`config.mk`:
```
export PLATFORM = sky130hd
export DESIGN_NAME = pfb_front
export DESIGN_NICKNAME = d
export VERILOG_FILES = /design/src/hdl/page_framebuffer_with_chunked_flush_top_defines.svh /design/src/hdl/pfb_pkg.sv /design/src/hdl/pfb_front.sv
export SDC_FILE = /design/constraint.sdc
export NUM_CORES = 1
export LEC_CHECK = 0
export ABC_AREA = 1
export ABC_CLOCK_PERIOD_IN_PS = 12140
export BUFFER_PORTS_ARGS = -buffer_cell sky130_fd_sc_hd__buf_2
export CAP_MARGIN = 20
export CORE_UTILIZATION = 45
export DETAILED_ROUTE_END_ITERATION = 8
export PLACE_DENSITY = 0.75
export SLEW_MARGIN = 20
export SYNTH_ARGS = -nofsm -noshare
export SYNTH_HDL_FRONTEND = slang
export SYNTH_SLANG_ARGS = --single-unit
```
`constraint.sdc`:
```
create_clock -name clock -period 12.14 [get_ports clock]
set_input_delay 0 -clock clock [delete_from_list [all_inputs] [get_ports clock]]
set_output_delay 0 -clock clock [all_outputs]
set_load 0.05 [all_outputs]
```
`src/hdl/page_framebuffer_with_chunked_flush_top_defines.svh`:
```
// Assertion macros shared by the frame buffer modules.
// Define ASSERT_OFF to compile every check away.
`ifndef PAGE_FRAMEBUFFER_WITH_CHUNKED_FLUSH_TOP_DEFINES_SVH
`define PAGE_FRAMEBUFFER_WITH_CHUNKED_FLUSH_TOP_DEFINES_SVH

`ifndef ASSERT_OFF
// Check on the module's own clock and reset, which must be named clock and reset.
`define PFB_ASSERT(lbl, prop, msg) \
   lbl: assert property (@(posedge clock) disable iff (reset) prop) else $error(msg);
// Check on an explicitly named clock and reset.
`define PFB_ASSERT_CLK(lbl, clk, rst, prop, msg) \
   lbl: assert property (@(posedge clk) disable iff (rst) prop) else $error(msg);
`else
`define PFB_ASSERT(lbl, prop, msg)
`define PFB_ASSERT_CLK(lbl, clk, rst, prop, msg)
`endif

`endif

```
`src/hdl/pfb_pkg.sv`:
```
`timescale 1ns / 1ps

package pfb_pkg;

   // Request function codes carried in req_tuser.
   localparam logic [1:0] FUNC_SET   = 2'd0;
   localparam logic [1:0] FUNC_CLEAR = 2'd1;
   localparam logic [1:0] FUNC_FLUSH = 2'd2;

   // Result kinds carried in rsp_tuser.
   localparam logic [1:0] KIND_ACK    = 2'd0;
   localparam logic [1:0] KIND_PREFIX = 2'd1;
   localparam logic [1:0] KIND_DATA   = 2'd2;

   // Control byte that opens every flushed chunk.
   localparam logic [7:0] CTRL_DATA_PREFIX = 8'h40;

   // Register indexes on the configuration channel.
   localparam logic CSR_WIDTH  = 1'b0;
   localparam logic CSR_HEIGHT = 1'b1;

   // Register reset values.
   localparam logic [7:0] WIDTH_RESET  = 8'd128;
   localparam logic [6:0] HEIGHT_RESET = 7'd64;

   // Widths large enough for the biggest store the block supports
   // (256 columns by 16 pages).
   localparam int STORE_ADDR_W = 12;
   localparam int FRAME_SIZE_W = 13;

   // Depth of the command queue between the front and the back.
   localparam int QUEUE_DEPTH = 4;
   localparam int QPTR_W      = 2;
   localparam int QCOUNT_W    = 3;

   // Classified commands handed from the front to the back.
   typedef enum logic [1:0] {
      CMD_ACK   = 2'd0,
      CMD_SET   = 2'd1,
      CMD_CLEAR = 2'd2,
      CMD_FLUSH = 2'd3
   } cmd_op_type;

   typedef struct packed {
      cmd_op_type                op;
      logic [FRAME_SIZE_W-1:0]   size;
      logic [STORE_ADDR_W-1:0]   addr;
      logic [2:0]                bit_sel;
      logic                      pixel_on;
   } cmd_type;

endpackage

```
`src/hdl/pfb_front.sv`:
```
`timescale 1ns / 1ps

module pfb_front #(
   parameter int MAX_COLUMNS = 128,
   parameter int MAX_PAGES   = 8
) (
   input  logic             clock,
   input  logic             reset,
   input  logic             req_tvalid,
   output logic             req_tready,
   input  logic [23:0]      req_tdata,
   input  logic [1:0]       req_tuser,
   input  logic             csr_valid,
   output logic             csr_ready,
   input  logic             csr_index,
   input  logic [7:0]       csr_data,
   input  logic             queue_full,
   input  logic             init_busy,
   output logic             push,
   output pfb_pkg::cmd_type push_cmd
);

   logic [7:0] width_ff, width_in;
   logic [6:0] height_ff, height_in;

   logic [8:0] eff_width;
   logic [7:0] eff_height;
   logic [7:0] height_round;
   logic [4:0] pages;
   logic [7:0] pix_x;
   logic [7:0] pix_y;
   logic       pix_on;
   logic       in_range;
   logic [pfb_pkg::FRAME_SIZE_W-1:0] frame_size;
   logic [pfb_pkg::FRAME_SIZE_W-1:0] pixel_addr;

   assign csr_ready  = 1'b1;
   assign req_tready = !queue_full && !init_busy;
   assign push       = req_tvalid && req_tready;

   assign pix_x  = req_tdata[7:0];
   assign pix_y  = req_tdata[15:8];
   assign pix_on = req_tdata[16];

   // Configuration registers.
   always_comb begin
      width_in  = width_ff;
      height_in = height_ff;
      if (csr_valid && csr_ready) begin
         case (csr_index)
            pfb_pkg::CSR_WIDTH: begin
               width_in = csr_data;
            end
            pfb_pkg::CSR_HEIGHT: begin
               height_in = csr_data[6:0];
            end
            default: begin
               width_in = width_ff;
            end
         endcase
      end
   end

   always_ff @(posedge clock) begin
      if (reset) begin
         width_ff  <= pfb_pkg::WIDTH_RESET;
         height_ff <= pfb_pkg::HEIGHT_RESET;
      end else begin
         width_ff  <= width_in;
         height_ff <= height_in;
      end
   end

   // Saturate the geometry to what the store can hold.
   always_comb begin
      if (width_ff == 8'd0) begin
         eff_width = 9'd1;
      end else if ({1'b0, width_ff} > 9'(MAX_COLUMNS)) begin
         eff_width = 9'(MAX_COLUMNS);
      end else begin
         eff_width = {1'b0, width_ff};
      end
      if (height_ff == 7'd0) begin
         eff_height = 8'd1;
      end else if ({1'b0, height_ff} > 8'(MAX_PAGES * 8)) begin
         eff_height = 8'(MAX_PAGES * 8);
      end else begin
         eff_height = {1'b0, height_ff};
      end
   end

   assign height_round = eff_height + 8'd7;
   assign pages        = height_round[7:3];
   assign frame_size   = pfb_pkg::FRAME_SIZE_W'(eff_width)
                       * pfb_pkg::FRAME_SIZE_W'(pages);

   // Byte address of the pixel: column plus page times width.
   assign pixel_addr = pfb_pkg::FRAME_SIZE_W'(pix_x)
                     + pfb_pkg::FRAME_SIZE_W'(pix_y[7:3])
                       * pfb_pkg::FRAME_SIZE_W'(eff_width);
   assign in_range   = ({1'b0, pix_x} < eff_width) && ({1'b0, pix_y} < {1'b0, eff_height});

   // Classify the item into a command for the back.
   always_comb begin
      push_cmd.size     = frame_size;
      push_cmd.addr     = pixel_addr[pfb_pkg::STORE_ADDR_W-1:0];
      push_cmd.bit_sel  = pix_y[2:0];
      push_cmd.pixel_on = pix_on;
      case (req_tuser)
         pfb_pkg::FUNC_SET: begin
            push_cmd.op = in_range ? pfb_pkg::CMD_SET : pfb_pkg::CMD_ACK;
         end
         pfb_pkg::FUNC_CLEAR: begin
            push_cmd.op = pfb_pkg::CMD_CLEAR;
         end
         pfb_pkg::FUNC_FLUSH: begin
            push_cmd.op = pfb_pkg::CMD_FLUSH;
         end
         default: begin
            push_cmd.op = pfb_pkg::CMD_ACK;
         end
      endcase
   end

endmodule

```
==> impl_metrics.tcl <==
set metrics [dict create \
    top_layer "met4" \
    final.period_utilization_pct 40.0 \
    yosys_warnings 0 \
    skew_ns 0 \
    grt_pass1_vias 3271 \
    worstMarginPinSlew_ns 0.679 \
    synth_mux_area_share_pct 0 \
    coreArea_um2 7810 \
    crit_family "adder cells" \
    multi_input_area_um2 2930 \
    drt_iter0_markers 153 \
    setup_violations 0 \
    rows 32 \
    synth_xor_area_share_pct 4.78 \
    finalSetupTns_ns 0 \
    place.gp.congestion 0.849 \
    cts-root-buf "clkbuf_8" \
    hp-class "in2out" \
    dp.cells 665 \
    nets 709 \
    power_density_nw_per_um2 76.7 \
    fill_cells 811 \
    avgSynthCellArea_um2 7.30 \
    route.met2.wl_um 3680 \
    slew_headroom_pct 54.6 \
    stdcell_count 671 \
    path_max_fanout 12 \
    die_h_um 92.3 \
    synth_compound_area_share_pct 10.3 \
    dpl.hpwl_um 6680 \
    fp.dieW_um 92.3 \
    dr_wl_met3_um 339 \
    insertion_delay_ns 0.25 \
    die-area_um2 8510 \
    grt_max_degree 16 \
    cp_slowest_cell "fa_1" \
    synth-adder-area-share_pct 42.3 \
    diodes 0 \
    final_area_um2 4150 \
    htree_levels 1 \
    portBuffers 64 \
    final_core_util_pct 53.1 \
    synthFlopType "dfxtp_1" \
    crit_arrival_ns 4.85 \
    required_ns 12.14 \
    ys_top_cells_by_area "fa_1 (23%), ha_1 (19%), inv_1 (10%)" \
    rsz0062_at_grt "no" \
    slew_violations 0 \
    switchingPower_uw 178 \
    worstPathCellList "inv_1 -> nand4_1 -> o21ai_0 -> nand2_1 -> inv_1 -> nand2_1 -> fa_1 -> fa_1 -> fa_1 -> inv_1 -> ha_1 -> a21oi_1 -> o21ai_0 -> a21oi_1 -> nor2_1 -> nor2_1 -> xnor2_1 -> buf_2" \
    synth_top_family_by_area "adder cells" \
    wl_per_cell_um 11.5 \
    netlist_instances 502 \
    postSynth.asyncResetShare_pct 0 \
    cts_resized 0 \
    slowest_delay_ns 0.54 \
    start_util_pct 47.0 \
    crit_type "reg2out" \
    start_kind "flip-flop" \
    synthSimpleGateAreaFrac_pct 21.8 \
    ioPinCount 75 \
    power.internal_uw 140 \
    status "completed" \
    cts_max_path_buffers 2 \
    seqCellArea_um2 300 \
    power_frac_comb_pct 69.9 \
    dpl_cell_area_um2 4080 \
    p_leak_uw 0.00233 \
    netlist.area_leader.share_pct 23.5 \
    numClockSinks 15 \
    drt-total-wl_um 7720 \
    drive_gt1_share_pct 15.8 \
    wl_met1_um 3650 \
    switching_share_pct 56.0 \
    grt.total_usage_pct 20.0 \
    end_kind "primary output" \
    critPathBufInv 4 \
    cts_setup_buffers 0 \
    synth_top_area_cell "fa_1" \
    path_clk_slew_ns 0.05 \
    gr-total-overflow 0 \
    firstDrtPassIters 5 \
    maxCapViolCount 0 \
    hold_viol 0 \
    pwr-share-seq_pct 17.3 \
    vias 3305 \
    ys_ff_latch 15 \
    cts_tree "done" \
    clock_power_share_pct 12.8 \
    grt_antenna_before_repair 0 \
    drc 0 \
    yosysUniqueCellTypes 32 \
    via_per_inst 4.93 \
    place_ws_ns 7.56 \
    ys_seq_area_share_pct 8.19 \
    grt_pass1_wl_um 13900 \
    ir_worst_vdd_v 0.0000651 \
    netlist_area_um2 3670 \
    synth-edff-count 0 \
    syn2layout_area_growth_pct 13.1 \
    cts_made_buffers 3 \
    setup_ws_ns 7.29 \
    min_period_ns 4.85 \
    fmax_mhz 206 \
    ant_nets 0 \
]
==> Yosys cell counts, types with 2 or more instances <==
master and instances:
xor2_1 15, inv_1 102, o21ai_0 18, fa_1 43
nor3_1 2, buf_2 3, ha_1 55, xnor2_1 5
a21o_1 2, buf_4 5, nor2_1 55, o21ai_1 2
conb_1 2, nand4_1 8, nand3_1 14, nand2_1 92
clkbuf_1 2, nor2_2 11, a21oi_1 30, dfxtp_1 15
inv_2 4, o211ai_1 5, nand2_2 2, o21ai_4 2
==> registers in the layout, indices dropped and copies added (netlist names) <==
register   cells
height_ff      7
width_ff       8
==> power groups by stage <==
| stage | sequential [µW] | clock [µW] | combinational [µW] |
|---|---|---|---|
| floorplan | 55.1 | 0 | 181 |
| global placement | 56.0 | 0 | 219 |
| detailed placement | 56.1 | 0 | 222 |
| CTS | 55.1 | 41.6 | 224 |
| global route | 55.5 | 43.8 | 248 |
| finish | 55.1 | 40.6 | 222 |
==> cell usage in the layout, fill, tap and decap left out, types with 2 or more instances in the layout <==
cell,Yosys,layout
o211ai_1,5,5
xor2_1,15,15
nand3_1,14,14
nor3_1,2,2
inv_2,4,4
o21ai_1,2,2
a21o_1,2,2
a21oi_1,30,30
dlygate4sd3_1,0,2
dfxtp_1,15,15
conb_1,2,9
ha_1,55,55
nand2_2,2,2
clkbuf_8,0,3
fa_1,43,43
nand2_1,92,92
nor2_2,11,11
buf_2,3,64
inv_1,102,102
nor2_1,55,55
nand4_1,8,8
xnor2_1,5,5
o21ai_4,2,2
o21ai_0,18,18
==> worst reg2reg max path, delay by kind of cell (launching register included) <==
kind / cells / cell delay, ns
compound gates: 1 / 0.21
buf+inv: 1 / 0.20
flops: 1 / 0.59
==> repair_timing <==
| item | 4_1_cts | 5_1_grt |
|---|---|---|
| endpoints found under the setup margin | 0 | 0 |
| hold endpoints to repair | 2 | 0 |
| hold buffers | 2 | 0 |
==> path summary, 6_finish.rpt <==
kind                                                from                  endpoint  slack [ns]  cells past startpoint
worst max-delay path            width_ff[7]$_SDFFE_PP1P_              push_cmd[13]        7.29                     18
worst min-delay path                       req_tdata[16]               push_cmd[0]     0.00002                      0
worst max register to register  width_ff[7]$_SDFFE_PP1P_  width_ff[7]$_SDFFE_PP1P_       11.07                      2
worst min register to register  width_ff[3]$_SDFFE_PP0P_  width_ff[3]$_SDFFE_PP0P_        0.47                      2
==> area by class of cell <==
cell class                      count  share of cell area, %
Tap cell                          102                   3.08
Sequential cell                    15                   7.24
Timing Repair Buffer               66                   8.21
Multi-Input combinational cell    378                   70.8
Clock buffer                        4                   1.09
Inverter                          106                   9.60
==> layer usage <==
layer | track usage [%] | vias up
li1 | - | 1680
met1 | 26.4 | 1533
met2 | 36.1 | 86
met3 | 0.829 | 6
met4 | 4.43 | 0
met5 | 0 | -
==> cell families (layout without fill, tap and decap cells) <==
kind of cell | Yosys count | count (layout)
simple gates | 188 | 188
buf+inv | 116 | 176
fa+ha+maj | 98 | 98
compound gates | 63 | 63
xor+xnor | 20 | 20
flops | 15 | 15
other cells | 2 | 9
==> stage by stage <==
step           hold WS, ns  power [µW]
2_1_floorplan        0.130         236
4_1_cts           0.000589         321
5_1_grt           0.000135         347
6_report         0.0000193         318
3_3_place_gp      0.000589         275
3_5_place_dp      0.000589         278
Power figures use the tool's default switching activity.
