===== config.mk =====
export PLATFORM = sky130hd
export DESIGN_NAME = pfb_queue
export DESIGN_NICKNAME = d
export VERILOG_FILES = /design/src/hdl/pfb_pkg.sv /design/src/hdl/pfb_queue.sv
export VERILOG_INCLUDE_DIRS = /design/src /design/src/hdl
export SDC_FILE = /design/constraint.sdc
export NUM_CORES = 1
export LEC_CHECK = 0
export BUFFER_PORTS_ARGS = -buffer_cell sky130_fd_sc_hd__buf_4
export CELL_PAD_IN_SITES_DETAIL_PLACEMENT = 0
export CELL_PAD_IN_SITES_GLOBAL_PLACEMENT = 1
export CORE_ASPECT_RATIO = 2
export CORE_MARGIN = 1.5
export CORE_UTILIZATION = 53
export CTS_CLUSTER_SIZE = 25
export DETAILED_ROUTE_END_ITERATION = 12
export GPL_ROUTABILITY_DRIVEN = 0
export PLACE_DENSITY = 0.85
export SETUP_SLACK_MARGIN = 0.1
export SKIP_CTS_REPAIR_TIMING = 1
export SLEW_MARGIN = 0
export SYNTH_ARGS = -nofsm -noshare
export SYNTH_HDL_FRONTEND = slang
export SYNTH_SLANG_ARGS = --single-unit

===== constraint.sdc =====
create_clock -name clock -period 3.5 [get_ports clock]
set_input_delay 0.525 -clock clock [delete_from_list [all_inputs] [get_ports clock]]
set_output_delay 0.525 -clock clock [all_outputs]
set_load 0.01 [all_outputs]

===== src/hdl/page_framebuffer_with_chunked_flush_top_defines.svh =====
// Assertion macros shared by the frame buffer modules.
// Define ASSERT_OFF to compile every check away.
`ifndef PAGE_FRAMEBUFFER_WITH_CHUNKED_FLUSH_TOP_DEFINES_SVH
`define PAGE_FRAMEBUFFER_WITH_CHUNKED_FLUSH_TOP_DEFINES_SVH

`ifndef ASSERT_OFF
// Check on the module's own clock and reset, which must be named clock and reset.
`define PFB_ASSERT(lbl, prop, msg) \
   lbl: assert property (@(posedge clock) disable iff (reset) prop) else $error(msg);
// Check on an explicitly named clock and reset.
`define PFB_ASSERT_CLK(lbl, clk, rst, prop, msg) \
   lbl: assert property (@(posedge clk) disable iff (rst) prop) else $error(msg);
`else
`define PFB_ASSERT(lbl, prop, msg)
`define PFB_ASSERT_CLK(lbl, clk, rst, prop, msg)
`endif

`endif


===== src/hdl/pfb_pkg.sv =====
`timescale 1ns / 1ps

package pfb_pkg;

   // Request function codes carried in req_tuser.
   localparam logic [1:0] FUNC_SET   = 2'd0;
   localparam logic [1:0] FUNC_CLEAR = 2'd1;
   localparam logic [1:0] FUNC_FLUSH = 2'd2;

   // Result kinds carried in rsp_tuser.
   localparam logic [1:0] KIND_ACK    = 2'd0;
   localparam logic [1:0] KIND_PREFIX = 2'd1;
   localparam logic [1:0] KIND_DATA   = 2'd2;

   // Control byte that opens every flushed chunk.
   localparam logic [7:0] CTRL_DATA_PREFIX = 8'h40;

   // Register indexes on the configuration channel.
   localparam logic CSR_WIDTH  = 1'b0;
   localparam logic CSR_HEIGHT = 1'b1;

   // Register reset values.
   localparam logic [7:0] WIDTH_RESET  = 8'd128;
   localparam logic [6:0] HEIGHT_RESET = 7'd64;

   // Widths large enough for the biggest store the block supports
   // (256 columns by 16 pages).
   localparam int STORE_ADDR_W = 12;
   localparam int FRAME_SIZE_W = 13;

   // Depth of the command queue between the front and the back.
   localparam int QUEUE_DEPTH = 4;
   localparam int QPTR_W      = 2;
   localparam int QCOUNT_W    = 3;

   // Classified commands handed from the front to the back.
   typedef enum logic [1:0] {
      CMD_ACK   = 2'd0,
      CMD_SET   = 2'd1,
      CMD_CLEAR = 2'd2,
      CMD_FLUSH = 2'd3
   } cmd_op_type;

   typedef struct packed {
      cmd_op_type                op;
      logic [FRAME_SIZE_W-1:0]   size;
      logic [STORE_ADDR_W-1:0]   addr;
      logic [2:0]                bit_sel;
      logic                      pixel_on;
   } cmd_type;

endpackage


===== src/hdl/pfb_queue.sv =====
`timescale 1ns / 1ps
`include "page_framebuffer_with_chunked_flush_top_defines.svh"

module pfb_queue (
   input  logic             clock,
   input  logic             reset,
   input  logic             push,
   input  pfb_pkg::cmd_type push_cmd,
   input  logic             pop,
   output pfb_pkg::cmd_type head_cmd,
   output logic             empty,
   output logic             full
);

   pfb_pkg::cmd_type                   slot_ff [pfb_pkg::QUEUE_DEPTH];
   logic [pfb_pkg::QPTR_W-1:0]         wr_ptr_ff, wr_ptr_in;
   logic [pfb_pkg::QPTR_W-1:0]         rd_ptr_ff, rd_ptr_in;
   logic [pfb_pkg::QCOUNT_W-1:0]       count_ff, count_in;

   assign empty    = (count_ff == '0);
   assign full     = (count_ff == pfb_pkg::QCOUNT_W'(pfb_pkg::QUEUE_DEPTH));
   assign head_cmd = slot_ff[rd_ptr_ff];

   // Pointer and fill level update.
   always_comb begin
      wr_ptr_in = wr_ptr_ff;
      rd_ptr_in = rd_ptr_ff;
      count_in  = count_ff;
      if (push) begin
         wr_ptr_in = wr_ptr_ff + 1'b1;
      end
      if (pop) begin
         rd_ptr_in = rd_ptr_ff + 1'b1;
      end
      if (push && !pop) begin
         count_in = count_ff + 1'b1;
      end else if (!push && pop) begin
         count_in = count_ff - 1'b1;
      end
   end

   always_ff @(posedge clock) begin
      if (reset) begin
         wr_ptr_ff <= '0;
         rd_ptr_ff <= '0;
         count_ff  <= '0;
      end else begin
         wr_ptr_ff <= wr_ptr_in;
         rd_ptr_ff <= rd_ptr_in;
         count_ff  <= count_in;
      end
   end

   // Slot storage carries no reset.
   always_ff @(posedge clock) begin
      if (push) begin
         slot_ff[wr_ptr_ff] <= push_cmd;
      end
   end

   `PFB_ASSERT_CLK(a_no_push_when_full, clock, reset, push |-> !full,
      "command pushed into a full queue")
   `PFB_ASSERT_CLK(a_no_pop_when_empty, clock, reset, pop |-> !empty,
      "command popped from an empty queue")
   `PFB_ASSERT_CLK(a_count_tracks, clock, reset, (push && !pop) |=> !empty,
      "queue empty right after a push")

endmodule


==> impl_metrics.csv, run 1 <==
group,metric,value,unit
placement,hpwl,4980,µm
floorplanning,core_area,9010,µm²
critical_path,worst_r2r_path_depth,3,
synthesis,ys_types,21,
synthesis,synth_edf_count,124,
timing,finClkSkew,0.00436,ns
synthesis,ys_seq_elements,133,
routing,drc_errors,0,
min_path,worstHoldPathCells,1,
routing,drt_first_pass_iters,4,
placement,pre_cts_slack,1.21,ns
timing,fin_ws,0.844,ns
min_path,holdPathEnd,"slot_ff[0][13]$_DFFE_PP_",
power_and_ir_drop,p_leak,2.11,nW
global_routing,grt_pass1_wl,13100,µm
placement,io_buffer_count,67,
routing,vias,2200,
power_and_ir_drop,ir_worst_vdd,0.000519,V
timing,relSlewSlack,0.427,
layout,layout.nets,327,
synthesis,yosysSeqAreaShare,0.796,
layout,antenna_cells,0,
clock_network,htree_levels,4,
floorplanning,core.rowCount,49,
clock_network,cts_tree,"built",
timing,maxSlewViolCount,0,
layout,syn_to_final_growth,24.0,%
layout,multiInputGateArea,937,µm²
floorplanning,initial_utilization,0.544,
synthesis,syn-cell-area,4900,µm²
critical_path,end_kind,"output pin",
clock_network,cts_buffers,17,
clock_network,clock-sinks,133,
job,drv_cap,0,
timing,period_share,0.759,
global_routing,grt_overflow,0,
floorplanning,die_w,71.0,µm
critical_path,worst-setup-path-type,"register to output pin",
critical_path,reg2reg_setup_slack,1.83,ns
critical_path,worstPathArrival,2.13,ns
global_routing,grt_max_degree,32,
timing,fmax,376,MHz
layout,fillers,554,
power_and_ir_drop,powerDensity,641,nW/µm²
critical_path,regToRegStartpoint,"wr_ptr_ff[0]$_SDFFE_PP0P_",
synthesis,synth_area_per_cell,23.9,µm²
global_routing,grt_pass1_vias,2464,
critical_path,cp-start-kind,"register",
min_path,worst_hold_path_type,"input pin to register",
routing,routed_wl,8210,µm
timing,tightest_slew,0.859,ns
routing,drtIter0Drc,236,
global_routing,grt_usage,0.186,
synthesis,synthesis.nets,246,
layout,ff_latch_area,3910,µm²
routing,drtAntennaViolNets,0,
synthesis,synth_warnings,0,
floorplanning,dieArea,9870,µm²
min_path,min_from,"push_cmd[13]",
clock_network,clk_pin_slew,0.06,ns
timing,rsz0062_at_grt,"false",
timing,fin_setup_tns,0,ns
clock_network,clk_path_buf_depth,2,
routing,viasPerCell,5.49,
routing,wire_per_inst,20.5,µm
floorplanning,die_y,139,µm
critical_path,r2r-end,"slot_ff[0][7]$_DFFE_PP_",
synthesis,synth_flop_cell,"edfxtp_1",
global_routing,antenna_found_initial,0,
layout,layout-drive-gt1-share,0.445,
timing,hold_viol,0,
clock_network,clock_latency,0.41,ns
timing,setup_violations,0,
synthesis,async_flop_share,0,
critical_path,cp.required,2.97,ns
synthesis,synthCells,205,
floorplanning,pin_count,68,
critical_path,cp_max_fo,16,
outcome,status,"finished, final reports clean",
timing,fin_crit,2.66,ns
clock_network,ctsRootBufferMaster,"clkbuf_16",
cell families (layout without fill, tap and decap cells):
family	count (synthesis)	count (layout)	synth area share
compound gates	2	2	0.00204
xor+xnor	5	5	0.00893
fa+ha+maj	6	6	0.0168
buf+inv	11	105	0.0138
flops	133	133	0.796
mux	33	33	0.147
simple gates	15	15	0.0151
routing by layer:
| layer | vias up | wire, µm | global-route usage |
|---|---|---|---|
| met5 | - | 0 | 0 |
| met4 | 0 | 236 | 0.0963 |
| met3 | 19 | 350 | 0.0640 |
| met2 | 59 | 4570 | 0.315 |
| met1 | 1110 | 3060 | 0.204 |
| li1 | 1012 | - | - |
placed cells by master (no fill, tap or decap), types with 2 or more instances in the layout:
master and n:
and2_2 4, bufinv_16 2, xor2_1 3, nor2_1 7, xnor2_1 2, dfxtp_1 8
inv_1 4, clkbuf_16 17, mux2i_1 2, clkinv_2 3, clkinvlp_4 5, clkinv_4 2
ha_1 5, mux4_2 30, buf_4 68, edfxtp_1 124, clkinv_1 2
layout make-up:
cell class | instances | area share
Clock buffer | 18 | 0.0706
Clock inverter | 14 | 0.0226
Inverter | 4 | 0.00247
Multi-Input combinational cell | 61 | 0.154
Sequential cell | 133 | 0.642
Tap cell | 102 | 0.0210
Timing Repair Buffer | 69 | 0.0872
per-stage QoR:
stage / area [µm²] / utilization / hold WS [ns] / cells / power (mW)
3_3_place_gp: 5520 / 0.612 / 0.498 / 369 / 2.27
4_1_cts: 6080 / 0.675 / 0.303 / 401 / 3.93
3_5_place_dp: 5520 / 0.612 / 0.511 / 369 / 2.28
5_1_grt: 6080 / 0.675 / 0.299 / 401 / 4.03
2_1_floorplan: 4900 / - / 0.466 / 205 / 2.09
6_report: 6080 / 0.675 / 0.315 / 401 / 3.90
Yosys cell counts, types with 2 or more instances:
master,n,share of area
buf_2,3,0.0031
buf_6,3,0.0069
xnor2_1,2,0.0036
xor2_1,3,0.0054
mux2i_1,2,0.0041
nor2_1,7,0.0054
dfxtp_1,9,0.037
mux4_2,30,0.14
inv_1,4,0.0031
edfxtp_1,124,0.76
ha_1,5,0.013
and2_1,4,0.0051
worst max-delay path, stage by stage, from the launching register on:
cell	delay (ns)
dfxtp_1	0.82
buf_4	0.38
mux4_2	0.36
buf_4	0.16
state kept, by name, indices dropped and copies added (netlist names), named ones only:
register   cells
slot_ff      124
count_ff       3
rd_ptr_ff      2
wr_ptr_ff      2
where the power goes:
part | internal, mW | switching [mW] | leakage [nW] | total (mW)
registers | 1.83 | 0.0444 | 1.21 | 1.87
clock network | 1.04 | 0.623 | 0.263 | 1.66
logic | 0.202 | 0.167 | 0.635 | 0.369
total | 3.07 | 0.834 | 2.11 | 3.90
how the worst max path moves through the flow:
| stage | start | to | slack, ns | depth (start not counted) |
|---|---|---|---|---|
| floorplan | pop | count_ff[2]$_SDFFE_PP0P_ | 1.71 | 7 |
| global placement | register | head_cmd[22] | 1.23 | 3 |
| detailed placement | register | head_cmd[22] | 1.21 | 3 |
| CTS | register | head_cmd[22] | 0.79 | 3 |
| global route | register | head_cmd[22] | 0.74 | 3 |
| finish | register | head_cmd[22] | 0.84 | 3 |
Note: power is estimated with default switching activity, not from simulation.
==> run 2: changes to the inputs <==
- ABC_AREA: default -> 1
- CORE_UTILIZATION: 53 -> 47
- PLACE_DENSITY: 0.85 -> 0.81
- clock period: 3.5 -> 2.5 ns (I/O delays scaled with it)
==> run 2 against run 1 <==
Critical path depth up 1. Clock skew up 0.0043 ns. Combinational power grew 40%. Global-route usage about the same. Hold slack worse by 0.18 ns. Die area increased by 16%. Via count increased by 39%. Register-to-register slack got worse by 0.91 ns. Sequential power rose by 37%. Largest cell class unchanged. Non-clock buffer count is 7 higher. Sequential share of layout area fell by 2.5 points.
==> impl_metrics.csv, run 2 <==
group,metric,value,unit
global_routing,grt_max_degree,63,
synthesis,synth.area.top_cells,"edfxtp_1 73%, nor2_1 5.0%, o22ai_1 3.8%",
synthesis,synthTopCellsByCount,"124 x edfxtp_1, 68 x nor2_1, 34 x o21ai_1, 33 x o21ai_0, 31 x o22ai_1",
placement,hpwl,5900,µm
placement,pre_cts_slack,0.770,ns
floorplanning,core.rowCount,53,
min_path,worst_hold_path_type,"input pin to register",
clock_network,ctsRootBufferMaster,"clkbuf_16",
clock_network,clk_pin_slew,0.05,ns
job,drv_cap,0,
routing,drc_errors,0,
routing,vias,3061,
clock_network,clock_latency,0.41,ns
timing,rsz0062_at_grt,"false",
layout,antenna_cells,0,
critical_path,worstPathArrival,1.73,ns
critical_path,worst_r2r_path_depth,5,
timing,finClkSkew,0.00863,ns
timing,hold_viol,0,
layout,largestRegisters,"slot_ff: 124 flops, count_ff: 3 flops",
timing,tightest_slew,0.593,ns
layout,final_common_cell,"edfxtp_1",
timing,hold_ws,0.131,ns
power_and_ir_drop,p_leak,2.33,nW
synthesis,synthCells,358,
synthesis,synth_warnings,0,
routing,viasPerCell,5.24,
synthesis,muxShareOfSynthArea,0,
floorplanning,pin_count,68,
layout,fin_cells,584,
floorplanning,core_area,10500,µm²
clock_network,cts_tree,"built",
clock_network,htree_levels,4,
synthesis,async_flop_share,0,
timing,fin_ws,0.391,ns
critical_path,crit_path_cell_trace,"buf_4, o21ai_0, o22ai_1, buf_4",
placement,place_inst,552,
min_path,worstHoldPathCells,2,
placement,dpl_cell_area,5690,µm²
power_and_ir_drop,power.total,5.72,mW
synthesis,ys_types,20,
timing,fin_setup_tns,0,ns
synthesis,synthSimpleGateAreaFrac,0.0610,
routing,routed_wl,9990,µm
synthesis,ys_seq_elements,133,
clock_network,clock-sinks,133,
synthesis,synth_edf_count,124,
synthesis,synthesis.nets,399,
layout,fillers,798,
critical_path,cp-start-kind,"register",
floorplanning,die_y,150,µm
layout,final_util,0.600,
synthesis,syn-cell-area,5090,µm²
synthesis,synthAdderAreaFrac,0.0162,
timing,relSlewSlack,0.604,
critical_path,end_kind,"output pin",
synthesis,synth_top_family_by_area,"compound AO/OA/AOI/OAI gates",
floorplanning,initial_utilization,0.482,
layout,design_area,6330,µm²
routing,wire_per_inst,17.1,µm
timing,setup_violations,0,
critical_path,worst-setup-path-type,"register to output pin",
routing,drtAntennaViolNets,0,
critical_path,crit_top_cell,"buf_4",
clock_network,clk_path_buf_depth,2,
synthesis,yosysMostFrequentCell,"edfxtp_1",
layout,syn_to_final_growth,24.4,%
outcome,status,"finished, final reports clean",
floorplanning,die_w,76.6,µm
synthesis,synth_top_cell_by_area,"edfxtp_1",
synthesis,synth_top_cell_area_share,0.732,
timing,maxSlewViolCount,0,
global_routing,antenna_found_initial,0,
synthesis,synth_xor_area_frac,0.00172,
global_routing,grt_pass1_vias,3104,
power_and_ir_drop,ir_worst_vdd,0.000701,V
synthesis,synth_compound_area_frac,0.107,
placement,io_buffer_count,67,
timing,fin_crit,2.11,ns
layout,largest_reg_flops,124,
critical_path,cp_slowest_cell,"buf_4",
routing,drtIter0Drc,254,
global_routing,grt_overflow,0,
synthesis,synth_area_per_cell,14.2,µm²
layout,final_cell_mix,"124 x edfxtp_1, 74 x buf_4, 68 x nor2_1",
global_routing,grt_pass1_wl,15600,µm
critical_path,cp_max_fo,40,
critical_path,max_stage_delay,0.39,ns
critical_path,cp.required,2.12,ns
layout,layout.nets,475,
timing,period_share,0.844,
routing,drt_first_pass_iters,5,
synthesis,yosysSeqAreaShare,0.768,
clock_network,cts_buffers,17,
layout,regMostFlops,"slot_ff",
global_routing,grt_usage,0.186,
power_and_ir_drop,powerDensity,905,nW/µm²
floorplanning,dieArea,11500,µm²
timing,fmax,474,MHz
synthesis,synth_flop_cell,"edfxtp_1",
layout,layout-drive-gt1-share,0.239,
==> run 2: final cells by class <==
class,instances,area (µm²),share of cell area
clock inverter,14,208,0.0328
tap,137,171,0.0271
clock buffer,18,429,0.0678
multi-input combinational,189,946,0.150
sequential,133,3910,0.617
inverter,17,71.3,0.0113
timing repair buffer,76,596,0.0941
==> run 2: final timing paths <==
path | slack (ns) | to | start
max | 0.39 | head_cmd[22] | register
min | 0.13 | count_ff[0]$_SDFFE_PP0P_ | reset
max reg2reg | 0.92 | slot_ff[1][22]$_DFFE_PP_ | wr_ptr_ff[1]$_SDFFE_PP0P_
min reg2reg | 0.45 | rd_ptr_ff[1]$_SDFFE_PP0P_ | rd_ptr_ff[1]$_SDFFE_PP0P_
==> run 2: kinds of logic after synthesis <==
kind of cell,after synthesis
AOI/OAI and AO/OA,101
xor gates and xnor gates,1
adders and majority gates,6
buffers and inverters,36
DFF,133
and+or+nand+nor,81
==> run 2: worst max-delay path, delay by kind of cell (launching register included) <==
kind	cells	cell delay, ns
buf+inv	2	0.55
flops	1	0.38
compound gates	2	0.40
==> run 2: where the power goes <==
part	total [mW]	switching [mW]	internal, mW
Sequential	2.57	0.0320	2.54
Clock	2.63	0.873	1.76
Combinational	0.517	0.302	0.215
==> run 2: metal layers <==
layer | GRT usage | up-vias | part of all wire
li1 | - | 1476 | -
met5 | 0 | - | 0
met4 | 0.0815 | 0 | 0.013
met3 | 0.0461 | 11 | 0.033
met1 | 0.194 | 1504 | 0.37
met2 | 0.350 | 70 | 0.58
